==> config.mk <==
export PLATFORM = sky130hd
export DESIGN_NAME = smbus_sensor_register_slave
export DESIGN_NICKNAME = d
export VERILOG_FILES = /design/src/smbsr_pkg.sv /design/src/smbsr_regs.sv /design/src/smbus_sensor_register_slave.sv
export SDC_FILE = /design/constraint.sdc
export NUM_CORES = 1
export LEC_CHECK = 0
export BUFFER_PORTS_ARGS = -buffer_cell sky130_fd_sc_hd__clkbuf_2
export CAP_MARGIN = 20
export CORE_MARGIN = 2
export CORE_UTILIZATION = 56
export CTS_BUF_LIST = sky130_fd_sc_hd__clkbuf_8 sky130_fd_sc_hd__clkbuf_16
export CTS_CLUSTER_SIZE = 24
export DETAILED_ROUTE_END_ITERATION = 8
export PLACE_DENSITY = 0.8
export SYNTH_ARGS = -nofsm -noshare
export SYNTH_HDL_FRONTEND = slang
export SYNTH_HIERARCHICAL = 1
export SYNTH_SLANG_ARGS = --single-unit
==> constraint.sdc <==
create_clock -name clk_i -period 3 [get_ports clk_i]
set_clock_uncertainty 0.2 [all_clocks]
set_input_delay 0.15 -clock clk_i [delete_from_list [all_inputs] [get_ports clk_i]]
set_output_delay 0.15 -clock clk_i [all_outputs]
set_load 0.1 [all_outputs]
==> src/smbsr_pkg.sv <==
// Package for the SMBus sensor register slave: bus event, phase, response
// and command codes, reset words and the CRC-8 byte update for the PEC.
// No dependencies.
package smbsr_pkg;

  // Bus event kinds
  localparam logic [1:0] FN_START = 2'd0;
  localparam logic [1:0] FN_STOP  = 2'd1;
  localparam logic [1:0] FN_WRITE = 2'd2;
  localparam logic [1:0] FN_READ  = 2'd3;

  // Response codes
  localparam logic [1:0] RESP_ACK  = 2'd0;
  localparam logic [1:0] RESP_NACK = 2'd1;
  localparam logic [1:0] RESP_DONE = 2'd2;

  // Transfer phase codes
  localparam logic [2:0] PH_IDLE = 3'd0;
  localparam logic [2:0] PH_CMD  = 3'd1;
  localparam logic [2:0] PH_HIGH = 3'd2;
  localparam logic [2:0] PH_LOW  = 3'd3;
  localparam logic [2:0] PH_PEC  = 3'd4;

  // Configuration register indexes
  localparam logic [2:0] REG_RAW_CH1   = 3'd0;
  localparam logic [2:0] REG_RAW_CH2   = 3'd1;
  localparam logic [2:0] REG_AMBIENT   = 3'd2;
  localparam logic [2:0] REG_OBJ_TEMP1 = 3'd3;
  localparam logic [2:0] REG_OBJ_TEMP2 = 3'd4;

  // Command codes
  localparam logic [7:0] CmdMax       = 8'h3f;
  localparam logic [5:0] CMD_RAW_CH1   = 6'h04;
  localparam logic [5:0] CMD_RAW_CH2   = 6'h05;
  localparam logic [5:0] CMD_AMBIENT   = 6'h06;
  localparam logic [5:0] CMD_OBJ_TEMP1 = 6'h07;
  localparam logic [5:0] CMD_OBJ_TEMP2 = 6'h08;
  localparam logic [5:0] CMD_FIXED0    = 6'h20;
  localparam logic [5:0] CMD_FIXED1    = 6'h21;
  localparam logic [5:0] CMD_FIXED2    = 6'h22;
  localparam logic [5:0] CMD_FIXED3    = 6'h23;
  localparam logic [5:0] CMD_EMISS     = 6'h24;
  localparam logic [5:0] CMD_CONFIG    = 6'h25;
  localparam logic [5:0] CMD_FIXED4    = 6'h2e;
  localparam logic [5:0] CMD_FIXED5    = 6'h3c;
  localparam logic [5:0] CMD_FIXED6    = 6'h3d;
  localparam logic [5:0] CMD_FIXED7    = 6'h3e;
  localparam logic [5:0] CMD_FIXED8    = 6'h3f;

  // Reset and constant words
  localparam logic [15:0] RawCh1Rst   = 16'd37504;
  localparam logic [15:0] RawCh2Rst   = 16'd32825;
  localparam logic [15:0] AmbientRst  = 16'd14986;
  localparam logic [15:0] ObjTemp1Rst = 16'd14917;
  localparam logic [15:0] ObjTemp2Rst = 16'd14854;
  localparam logic [15:0] EmissRst    = 16'hf332;
  localparam logic [15:0] ConfigRst   = 16'hb7f0;
  localparam logic [15:0] Fixed0      = 16'h9993;
  localparam logic [15:0] Fixed1      = 16'h7c62;
  localparam logic [15:0] Fixed2      = 16'h0201;
  localparam logic [15:0] Fixed3      = 16'hf71c;
  localparam logic [15:0] Fixed4      = 16'h5abc;
  localparam logic [15:0] Fixed5      = 16'h4809;
  localparam logic [15:0] Fixed6      = 16'he196;
  localparam logic [15:0] Fixed7      = 16'h24a7;
  localparam logic [15:0] Fixed8      = 16'hc88a;
  localparam logic [15:0] Unmapped    = 16'hffff;

  localparam logic [7:0] CrcPoly = 8'h07;

  // Word write request from the protocol logic to the register file
  typedef struct packed {
    logic        en;
    logic [5:0]  cmd;
    logic [15:0] value;
  } wr_req_t;

  // CRC-8, MSB first, one byte
  function automatic logic [7:0] crc8_byte(input logic [7:0] crc, input logic [7:0] b);
    logic [7:0] c;
    c = crc ^ b;
    for (int i = 0; i < 8; i++) begin
      c = c[7] ? ({c[6:0], 1'b0} ^ CrcPoly) : {c[6:0], 1'b0};
    end
    return c;
  endfunction

endpackage

==> src/smbsr_regs.sv <==
// Register file of the SMBus sensor slave: sensor words set over the
// configuration port, the two guarded writable words and the read mux.
// Depends on smbsr_pkg.
module smbsr_regs (
  input  logic                 clk_i,
  input  logic                 rst_ni,
  input  logic                 cfg_we_i,
  input  logic [2:0]           cfg_index_i,
  input  logic [15:0]          cfg_data_i,
  input  smbsr_pkg::wr_req_t   wr_req_i,
  input  logic [5:0]           rd_cmd_i,
  output logic [15:0]          rd_word_o
);

  logic [15:0] raw_ch1_q, raw_ch2_q, ambient_q, obj_temp1_q, obj_temp2_q;
  logic [15:0] emiss_q, emiss_d, config_q, config_d;

  // Sensor words, written from the configuration port
  always_ff @(posedge clk_i or negedge rst_ni) begin
    if (!rst_ni) begin
      raw_ch1_q   <= smbsr_pkg::RawCh1Rst;
      raw_ch2_q   <= smbsr_pkg::RawCh2Rst;
      ambient_q   <= smbsr_pkg::AmbientRst;
      obj_temp1_q <= smbsr_pkg::ObjTemp1Rst;
      obj_temp2_q <= smbsr_pkg::ObjTemp2Rst;
    end else if (cfg_we_i) begin
      unique case (cfg_index_i)
        smbsr_pkg::REG_RAW_CH1:   raw_ch1_q   <= cfg_data_i;
        smbsr_pkg::REG_RAW_CH2:   raw_ch2_q   <= cfg_data_i;
        smbsr_pkg::REG_AMBIENT:   ambient_q   <= cfg_data_i;
        smbsr_pkg::REG_OBJ_TEMP1: obj_temp1_q <= cfg_data_i;
        smbsr_pkg::REG_OBJ_TEMP2: obj_temp2_q <= cfg_data_i;
        default: ;
      endcase
    end
  end

  // Guarded writes: zero always clears, nonzero only lands on a cleared word
  always_comb begin
    emiss_d  = emiss_q;
    config_d = config_q;
    if (wr_req_i.en) begin
      if (wr_req_i.cmd == smbsr_pkg::CMD_EMISS) begin
        if (wr_req_i.value == 16'h0000 || emiss_q == 16'h0000) emiss_d = wr_req_i.value;
      end else if (wr_req_i.cmd == smbsr_pkg::CMD_CONFIG) begin
        if (wr_req_i.value == 16'h0000 || config_q == 16'h0000) config_d = wr_req_i.value;
      end
    end
  end

  always_ff @(posedge clk_i or negedge rst_ni) begin
    if (!rst_ni) begin
      emiss_q  <= smbsr_pkg::EmissRst;
      config_q <= smbsr_pkg::ConfigRst;
    end else begin
      emiss_q  <= emiss_d;
      config_q <= config_d;
    end
  end

  // Read mux by command code
  always_comb begin
    unique case (rd_cmd_i)
      smbsr_pkg::CMD_RAW_CH1:   rd_word_o = raw_ch1_q;
      smbsr_pkg::CMD_RAW_CH2:   rd_word_o = raw_ch2_q;
      smbsr_pkg::CMD_AMBIENT:   rd_word_o = ambient_q;
      smbsr_pkg::CMD_OBJ_TEMP1: rd_word_o = obj_temp1_q;
      smbsr_pkg::CMD_OBJ_TEMP2: rd_word_o = obj_temp2_q;
      smbsr_pkg::CMD_FIXED0:    rd_word_o = smbsr_pkg::Fixed0;
      smbsr_pkg::CMD_FIXED1:    rd_word_o = smbsr_pkg::Fixed1;
      smbsr_pkg::CMD_FIXED2:    rd_word_o = smbsr_pkg::Fixed2;
      smbsr_pkg::CMD_FIXED3:    rd_word_o = smbsr_pkg::Fixed3;
      smbsr_pkg::CMD_EMISS:     rd_word_o = emiss_q;
      smbsr_pkg::CMD_CONFIG:    rd_word_o = config_q;
      smbsr_pkg::CMD_FIXED4:    rd_word_o = smbsr_pkg::Fixed4;
      smbsr_pkg::CMD_FIXED5:    rd_word_o = smbsr_pkg::Fixed5;
      smbsr_pkg::CMD_FIXED6:    rd_word_o = smbsr_pkg::Fixed6;
      smbsr_pkg::CMD_FIXED7:    rd_word_o = smbsr_pkg::Fixed7;
      smbsr_pkg::CMD_FIXED8:    rd_word_o = smbsr_pkg::Fixed8;
      default:                  rd_word_o = smbsr_pkg::Unmapped;
    endcase
  end

endmodule

==> src/smbus_sensor_register_slave.sv <==
// Top level of the SMBus sensor register slave: event register, phase
// machine with PEC tracking, and result register.
// Depends on smbsr_pkg and smbsr_regs.
//
// Usage:
//   Input channel (in_valid_i / in_stall_o) carries one bus event per beat:
//   start with address and direction, stop, written byte or read request.
//   Output channel (out_valid_o / out_stall_i) returns exactly one beat per
//   event: ack, nack or done, plus the byte driven on a read.
//   An accepted event lands in the event register and is decoded against
//   the phase, command, word buffer and PEC state combinationally; its
//   result is loaded into the result register when the event retires.
//   Throughput: one event per cycle unless the result channel stalls; the
//   phase/PEC state loop closes through one CRC-8 byte update and the
//   register read mux. Stall: while the result register holds an untaken
//   beat the event register still takes one more event; only then is
//   in_stall_o raised. Reset: phase idle, PEC and buffers cleared, sensor
//   words and the two writable words back to their reset values. Sensor
//   words must be written by the user through cfg_we_i / cfg_index_i /
//   cfg_data_i only while no event is pending; the block does not enforce it.
module smbus_sensor_register_slave (
  input  logic        clk_i,
  input  logic        rst_ni,
  // event channel
  input  logic        in_valid_i,
  output logic        in_stall_o,
  input  logic [1:0]  func_i,
  input  logic        direction_i,
  input  logic [6:0]  bus_address_i,
  input  logic [7:0]  write_byte_i,
  // result channel
  output logic        out_valid_o,
  input  logic        out_stall_i,
  output logic [1:0]  response_o,
  output logic [7:0]  read_byte_o,
  // configuration
  input  logic        cfg_we_i,
  input  logic [2:0]  cfg_index_i,
  input  logic [15:0] cfg_data_i
);

  logic        in_valid_q, in_valid_d;
  logic [1:0]  func_q;
  logic        dir_q;
  logic [6:0]  addr_q;
  logic [7:0]  wbyte_q;
  logic        out_valid_q, out_valid_d;
  logic [1:0]  resp_q, resp_d;
  logic [7:0]  rbyte_q, rbyte_d;
  logic [2:0]  phase_q, phase_d;
  logic [5:0]  cmd_q, cmd_d;
  logic [15:0] wbuf_q, wbuf_d;
  logic [7:0]  pec_q, pec_d;
  logic        out_free, adv, in_acc;
  logic [15:0] rd_word;
  smbsr_pkg::wr_req_t wr_req;

  // Handshake: the event register moves on when the result register is free
  assign out_free   = !out_valid_q || !out_stall_i;
  assign adv        = in_valid_q && out_free;
  assign in_stall_o = in_valid_q && !out_free;
  assign in_acc     = in_valid_i && !in_stall_o;

  always_comb begin
    in_valid_d = in_valid_q;
    if (in_acc)   in_valid_d = 1'b1;
    else if (adv) in_valid_d = 1'b0;
  end

  always_ff @(posedge clk_i or negedge rst_ni) begin
    if (!rst_ni) in_valid_q <= 1'b0;
    else         in_valid_q <= in_valid_d;
  end

  // Event payload register
  always_ff @(posedge clk_i) begin
    if (in_acc) begin
      func_q  <= func_i;
      dir_q   <= direction_i;
      addr_q  <= bus_address_i;
      wbyte_q <= write_byte_i;
    end
  end

  smbsr_regs u_regs (
    .clk_i       (clk_i),
    .rst_ni      (rst_ni),
    .cfg_we_i    (cfg_we_i),
    .cfg_index_i (cfg_index_i),
    .cfg_data_i  (cfg_data_i),
    .wr_req_i    (wr_req),
    .rd_cmd_i    (cmd_q),
    .rd_word_o   (rd_word)
  );

  // Phase machine and PEC update for the event in the register
  always_comb begin
    logic [7:0] crc_w;
    phase_d = phase_q;
    cmd_d   = cmd_q;
    wbuf_d  = wbuf_q;
    pec_d   = pec_q;
    resp_d  = smbsr_pkg::RESP_ACK;
    rbyte_d = 8'h00;
    wr_req  = '{en: 1'b0, cmd: cmd_q, value: wbuf_q};
    crc_w   = smbsr_pkg::crc8_byte(pec_q, wbyte_q);
    case (func_q)
      smbsr_pkg::FN_START: begin
        if (!dir_q) begin
          phase_d = smbsr_pkg::PH_CMD;
          pec_d   = smbsr_pkg::crc8_byte(8'h00, {addr_q, 1'b0});
        end else begin
          pec_d = smbsr_pkg::crc8_byte(pec_q, {addr_q, 1'b1});
          if (phase_q != smbsr_pkg::PH_LOW) resp_d = smbsr_pkg::RESP_NACK;
        end
      end
      smbsr_pkg::FN_STOP: phase_d = smbsr_pkg::PH_IDLE;
      smbsr_pkg::FN_WRITE: begin
        case (phase_q)
          smbsr_pkg::PH_CMD: begin
            if (wbyte_q > smbsr_pkg::CmdMax) begin
              resp_d = smbsr_pkg::RESP_NACK;
            end else begin
              cmd_d   = wbyte_q[5:0];
              phase_d = smbsr_pkg::PH_LOW;
              pec_d   = crc_w;
            end
          end
          smbsr_pkg::PH_LOW: begin
            wbuf_d  = {8'h00, wbyte_q};
            phase_d = smbsr_pkg::PH_HIGH;
            pec_d   = crc_w;
          end
          smbsr_pkg::PH_HIGH: begin
            wbuf_d  = wbuf_q | {wbyte_q, 8'h00};
            phase_d = smbsr_pkg::PH_PEC;
            pec_d   = crc_w;
          end
          smbsr_pkg::PH_PEC: begin
            pec_d     = crc_w;
            wr_req.en = (crc_w == 8'h00) && adv;
          end
          default: ;
        endcase
      end
      default: begin
        // read byte request
        resp_d = smbsr_pkg::RESP_DONE;
        case (phase_q)
          smbsr_pkg::PH_LOW: begin
            wbuf_d  = rd_word;
            rbyte_d = rd_word[7:0];
            pec_d   = smbsr_pkg::crc8_byte(pec_q, rd_word[7:0]);
            phase_d = smbsr_pkg::PH_HIGH;
          end
          smbsr_pkg::PH_HIGH: begin
            rbyte_d = wbuf_q[15:8];
            pec_d   = smbsr_pkg::crc8_byte(pec_q, wbuf_q[15:8]);
            phase_d = smbsr_pkg::PH_PEC;
          end
          smbsr_pkg::PH_PEC: rbyte_d = pec_q;
          default: ;
        endcase
      end
    endcase
  end

  // Transfer state commits when the event retires
  always_ff @(posedge clk_i or negedge rst_ni) begin
    if (!rst_ni) begin
      phase_q <= smbsr_pkg::PH_IDLE;
      cmd_q   <= 6'd0;
      wbuf_q  <= 16'h0000;
      pec_q   <= 8'h00;
    end else if (adv) begin
      phase_q <= phase_d;
      cmd_q   <= cmd_d;
      wbuf_q  <= wbuf_d;
      pec_q   <= pec_d;
    end
  end

  // Result register
  always_comb begin
    out_valid_d = out_valid_q && out_stall_i;
    if (adv) out_valid_d = 1'b1;
  end

  always_ff @(posedge clk_i or negedge rst_ni) begin
    if (!rst_ni) out_valid_q <= 1'b0;
    else         out_valid_q <= out_valid_d;
  end

  always_ff @(posedge clk_i) begin
    if (adv) begin
      resp_q  <= resp_d;
      rbyte_q <= rbyte_d;
    end
  end

  assign out_valid_o = out_valid_q;
  assign response_o  = resp_q;
  assign read_byte_o = rbyte_q;

  // Checks
  a_phase_legal: assert property (@(posedge clk_i) disable iff (!rst_ni)
    phase_q == smbsr_pkg::PH_IDLE || phase_q == smbsr_pkg::PH_CMD ||
    phase_q == smbsr_pkg::PH_HIGH || phase_q == smbsr_pkg::PH_LOW ||
    phase_q == smbsr_pkg::PH_PEC)
    else $error("phase register left the legal codes");

  a_stall_needs_item: assert property (@(posedge clk_i) disable iff (!rst_ni)
    in_stall_o |-> in_valid_q && out_valid_q)
    else $error("event channel stalled with a free pipeline");

  a_stop_idles: assert property (@(posedge clk_i) disable iff (!rst_ni)
    adv && func_q == smbsr_pkg::FN_STOP |=> phase_q == smbsr_pkg::PH_IDLE)
    else $error("stop did not return phase to idle");

  a_byte_only_on_read: assert property (@(posedge clk_i) disable iff (!rst_ni)
    out_valid_o && response_o != smbsr_pkg::RESP_DONE |-> read_byte_o == 8'h00)
    else $error("byte driven on a non-read beat");

  a_write_needs_pec: assert property (@(posedge clk_i) disable iff (!rst_ni)
    wr_req.en |-> phase_q == smbsr_pkg::PH_PEC && func_q == smbsr_pkg::FN_WRITE)
    else $error("word write outside the PEC phase");

endmodule
* After elaboration in Yosys (flattened, before gate mapping)
Index checks and enable logic that the tools add are counted.
** Word-level totals
- Flip-flop bits (word level) :: 175
- Output and inout port bits :: 12
- Logic and storage cells :: 202
** Cells by class
- Magnitude comparators :: 1
- Eq/ne operators :: 31
- Muxes and demuxes :: 65
- Bitwise gates (word level) :: 49
- Reductions and logical operators :: 37
** Operator list (number)
- $pmux 16 s16 :: 1
- $mux 3 :: 42
- $not 3->3 :: 40
- $eq 6x6->1 const B :: 11
- $pmux 16 s2 :: 2
- $logic_not 16->1 :: 3
- $pmux 8 s3 :: 2
- $pmux 8 s2 :: 2
- $xor 8x8->8 :: 4
- $eq 6x3->1 const B :: 4
- $pmux 3 s3 :: 2
- $mux 16 :: 1
- $mux 8 :: 2
- $or 16x16->16 :: 1
- $eq 3x2->1 const B :: 4
- $reduce_and 4->1 :: 3
- $reduce_and 2->1 :: 5
- $reduce_and 5->1 :: 2
- $mux 1 :: 9
- $gt 8x6->1 const B :: 1
- $logic_not 8->1 :: 1
- $eq 3x1->1 const B :: 2
- $eq 3x3->1 const B :: 2
- $eq 6x4->1 const B :: 1
- 20 further kinds :: 36

* Depth between registers and ports, before layout
- Word-level depth :: 22
- Depth in mapped cells :: 14
- Depth with buffers taken out :: 10

* Hierarchy
The synthesis kept the hierarchy.
** By module, submodules not included
- smbsr_regs :: times used 1, cells each 488, area each 5816.8 um^2, seq. area each 2862.7 um^2
- smbus_sensor_register_slave :: times used 1, cells each 386, area each 4113.9 um^2, seq. area each 1716.6 um^2

* Worst setup path before layout
OpenSTA, ideal clock, no wires.
- Kind :: flip-flop to flip-flop
- From :: register cmd_q[5]
- To :: register pec_q[1]
- Library setup time :: 132 ps
- Arrival :: 2898 ps
- Setup slack :: -230 ps
- Cell stages (with the launch flop) :: 13
- Path buffers :: 2
- Period minus slack after synthesis :: 3230 ps
- Cells stage by stage :: dfrtp_1 or4b_1 nor2_2 buf_2 a22oi_1 o2111ai_1 clkbuf_1 xnor3_1 xor2_1 nor2_1 a211oi_1 a221oi_1 o21ai_1
** RTL lines
- start, declared :: line smbus_sensor_register_slave.sv:51 : logic [5:0] cmd_q, cmd_d;
- start signal, assigned :: line smbus_sensor_register_slave.sv:177 : cmd_q <= cmd_d;
- $eq 6x6->1, or another cell as far along :: line smbsr_regs.sv:63 : unique case (rd_cmd_i)
- $pmux 16 s16 (*) :: line smbsr_regs.sv:63
- net rd_word[6] :: line smbus_sensor_register_slave.sv:55 : logic [15:0] rd_word;
- $xor 8x8->8 (*) :: line smbsr_pkg.sv:81 : c = crc ^ b;
- $mux 3 (*) (2 in series) :: line smbsr_pkg.sv:83 : c = c[7] ? ({c[6:0], 1'b0} ^ CrcPoly) : {c[6:0], 1'b0};
- $pmux 8 s2 (*) :: line smbus_sensor_register_slave.sv:149 : case (phase_q)
- $pmux 8 s3 (*) :: line smbus_sensor_register_slave.sv:107 : case (func_q)
- end signal, assigned :: line smbus_sensor_register_slave.sv:179 : pec_q <= pec_d;
- end, declared :: line smbus_sensor_register_slave.sv:53 : logic [7:0] pec_q, pec_d;
The timed path passes the listed nets; every way through them passes the cells marked *.
A chain may end at the register's enable or synchronous reset.

* Final worst setup path
- From :: register cmd_q[3]
- To :: register pec_q[1]
The elaborated chain is that of the path after synthesis.

==> metrics <==
maxcap violations=0; status=finished, violations left; CP most frequent cell=buf_4; commonest cells after routing, fill and taps aside=buf_4 (172), mux2_2 (120), dfrtp_1 (92), clkbuf_2 (53), dfstp_2 (48); synthesized net count=921; area post-placement=11,400 sq um; Die Width=137 um; H-tree depth=4; first-pass GRT wire length=47.3 mm; GPL Wtd Cong=0.985; required time worst endpoint=3.13 ns; largest net degree at the start of global routing=69; Sink Count=175; Post-Synthesis Cells=874; post-route ant nets=0; Static Leak=5.55 nW; Reg clk slew, reported paths=0.08 ns; root buf cell=clkbuf_16; clk buf depth=2; Comb pwr share=58.5%; initial antenna violation count=0; Mapped Area=9930 sq um; CTS tree=yes; Num CTS Buffers=17; global route overflow=0; switch share=40.5%; Crit. End Element=flop; Yosys reg bits=175; routed len/inst=22.7 um; Iteration-0 DRC Markers=847; synth warn=6; worst slew pin tran=0.890 ns; full die area=18,800 sq um; worst path cell trace=buf_4, buf_4, or3_4, a21oi_2, o31a_1, o2111ai_2, xnor3_1, xor2_2, nor2_1, a211oi_1, a221oi_1, buf_4, o21ai_1; # fillers=1,106; Slew HR=40.6%; post-layout instance area=13,000 sq um; sequential-to-total area share from yosys stat=46.1%; Final setup viols=35; drt pass-1 iters=8; crit path time final=3.34 ns; via density per instance=6.22; Netlist cell types=75; Max Clk Rate=300 MHz; Clock Power Share=16.0%; I/O pins=54; Overall Global Routing Usage=33.8%; CP arrival=3.46 ns; share of layout cells above drive strength 1=45.8%; Starting Density=57.4%; Post-DP HPWL=21.2 mm; Synth Area per Inst=11.4 sq um; Worst-Skew Late Latency=0.44 ns; critical path fanouts, max=9; Post-synth EDFFs=28; Routed Wire Length=30.7 mm; Psw=5.59 mW; PwrDens=1060 nW/um^2; power share of the sequential group=25.5%; RSZ-0062 raised after global routing=yes; core area=17,300 sq um; CP max stage delay=0.48 ns; Power, Total=13.8 mW; cell internal pwr=8.22 mW; number of port buffers=53; Setup crit start kind=flop; Die Height=137 um; most common cell after layout, fill and taps aside=buf_4; Crit-path slowest cell=xnor3_1; # DRC=0; Primary FF master, synth=dfrtp_1; DP Worst Slack=-0.343 ns; period utilization=111%; Finished Layout Cells=1,354; final worst slack=-0.336 ns; Area growth, synth to finish=31.2%; dpl cells=1,245; Final Hold Vio Count=0; Slew Limit Fails=0; Post-synth ARST share=84.0%; Fin Hold WS=0.0742 ns; critical path class=reg -> reg; via count=8,416; Worst Hold Class=in -> async; NumNets Final=1,163; worst vdd rail ir drop=0.714 mV; Antenna diodes=0; failing checks=setup timing; row count=48; vias in the first global route=8,290
## cell families after synthesis
kind of cell             share of synthesized area [%]
AND/OR/NAND/NOR                                   12.4
AO/OA/AOI/OAI                                     10.9
flip-flops                                        46.1
adder cells (fa/ha/maj)                          0.630
XOR/XNOR                                          10.2
multiplexers                                      16.4
buffers and inverters                             3.41
## layer usage
metal | up-vias | wire length, um | GRT usage (%) | part of all wire (%)
li1 | 3694 | - | - | -
met1 | 4181 | 12900 | 47.7 | 42
met2 | 465 | 14200 | 52.0 | 46
met3 | 76 | 2780 | 8.30 | 9.1
met4 | 0 | 862 | 9.68 | 2.8
met5 | - | 0 | 0 | 0
## stage by stage
step           utilization, %  setup TNS [ns]
2_1_floorplan               -        -0.00443
3_3_place_gp             65.9           -2.18
3_5_place_dp             65.9           -2.35
4_1_cts                  74.0          -0.839
5_1_grt                  75.3           -7.84
6_report                 75.3           -3.60
## cell type report
cell class                      instances  area, sq um  area share (%)
Inverter                               18         67.6           0.519
Clock buffer                           17          425            3.26
Sequential cell                       175         4590            35.2
Timing Repair Buffer                  279         2140            16.4
Clock inverter                         15          169            1.30
Multi-Input combinational cell        625         5360            41.1
Tap cell                              225          282            2.16
## final timing paths
| path | startpoint | to | slack (ns) | depth (start not counted) |
|---|---|---|---|---|
| max | cmd_q[3] | pec_q[1] | -0.34 | 13 |
| min | rst_ni | u_regs/obj_temp1_q[14] | 0.07 | 2 |
| max reg2reg | cmd_q[3] | pec_q[1] | -0.34 | 13 |
| min reg2reg | in_valid_q | out_valid_o | 0.31 | 1 |
| max in group asynchronous | rst_ni | u_regs/obj_temp2_q[12] | 1.58 | 3 |
| min in group clk_i | cfg_index_i[2] | u_regs/obj_temp2_q[11] | 0.09 | 6 |
## Yosys cell counts (6+ instances only)
master    count  share of area, %
a211oi_1      6              0.45
nor2_1       37               1.4
o21ai_0       9              0.45
a21oi_1      31               1.6
nor4_1       17               1.1
and3_1        7              0.44
o211ai_1      6              0.45
buf_2        28               1.4
nor2b_1      35               2.2
mux2i_1      24               2.4
a31oi_1      19               1.2
a221oi_1      8              0.71
nor3_1       18              0.91
nand2_1      48               1.8
xnor3_1      11               2.5
xnor2_1      47               4.1
o21ai_1      24               1.2
mux2_2      121                14
xor2_1       23               2.0
dfrtp_1      99                25
nand2b_1      9              0.57
nand3_1      12              0.60
edfxtp_1     28               8.5
nand4_1      11              0.69
clkbuf_1     19              0.72
dfstp_2      48                13
a22oi_1      18               1.4
inv_1        17              0.64
## state kept, by name (all words and copies together) (netlist names), 2 cells and up
signal	flops
u_regs/ambient_q	16
u_regs/config_q	16
u_regs/emiss_q	16
u_regs/obj_temp1_q	16
u_regs/obj_temp2_q	16
u_regs/raw_ch1_q	16
u_regs/raw_ch2_q	16
wbuf_q	16
pec_q	8
read_byte_o	8
wbyte_q	8
addr_q	7
cmd_q	6
phase_q	3
func_q	2
response_o	2
## power by group through the flow
stage | combinational, mW | clock (mW) | sequential, mW
after detailed placement | 6.80 | 0 | 3.53
after CTS | 7.40 | 2.23 | 3.50
final | 8.07 | 2.21 | 3.53
after floorplan | 4.55 | 0 | 3.41
after global placement | 6.69 | 0 | 3.49
after global routing | 8.51 | 2.33 | 3.58
## worst max-delay path, delay by kind of cell, from the launching register on
family | cells | cell delay [ns]
AND/OR/NAND/NOR | 2 | 0.47
buffers and inverters | 3 | 0.48
flip-flops | 1 | 0.43
XOR/XNOR | 2 | 0.66
AO/OA/AOI/OAI | 6 | 0.98
## what timing repair did
item / CTS / global route
endpoints found under the hold margin: 165 / 0
hold buffers: 38 / 0
pin swaps: 22 / 14
endpoints found under the setup margin: 24 / 43
gates resized for setup: 48 / 25
gates cloned: 1 / 0
buffers inserted: 24 / 14
No activity file was read; power rests on OpenSTA's default activity.
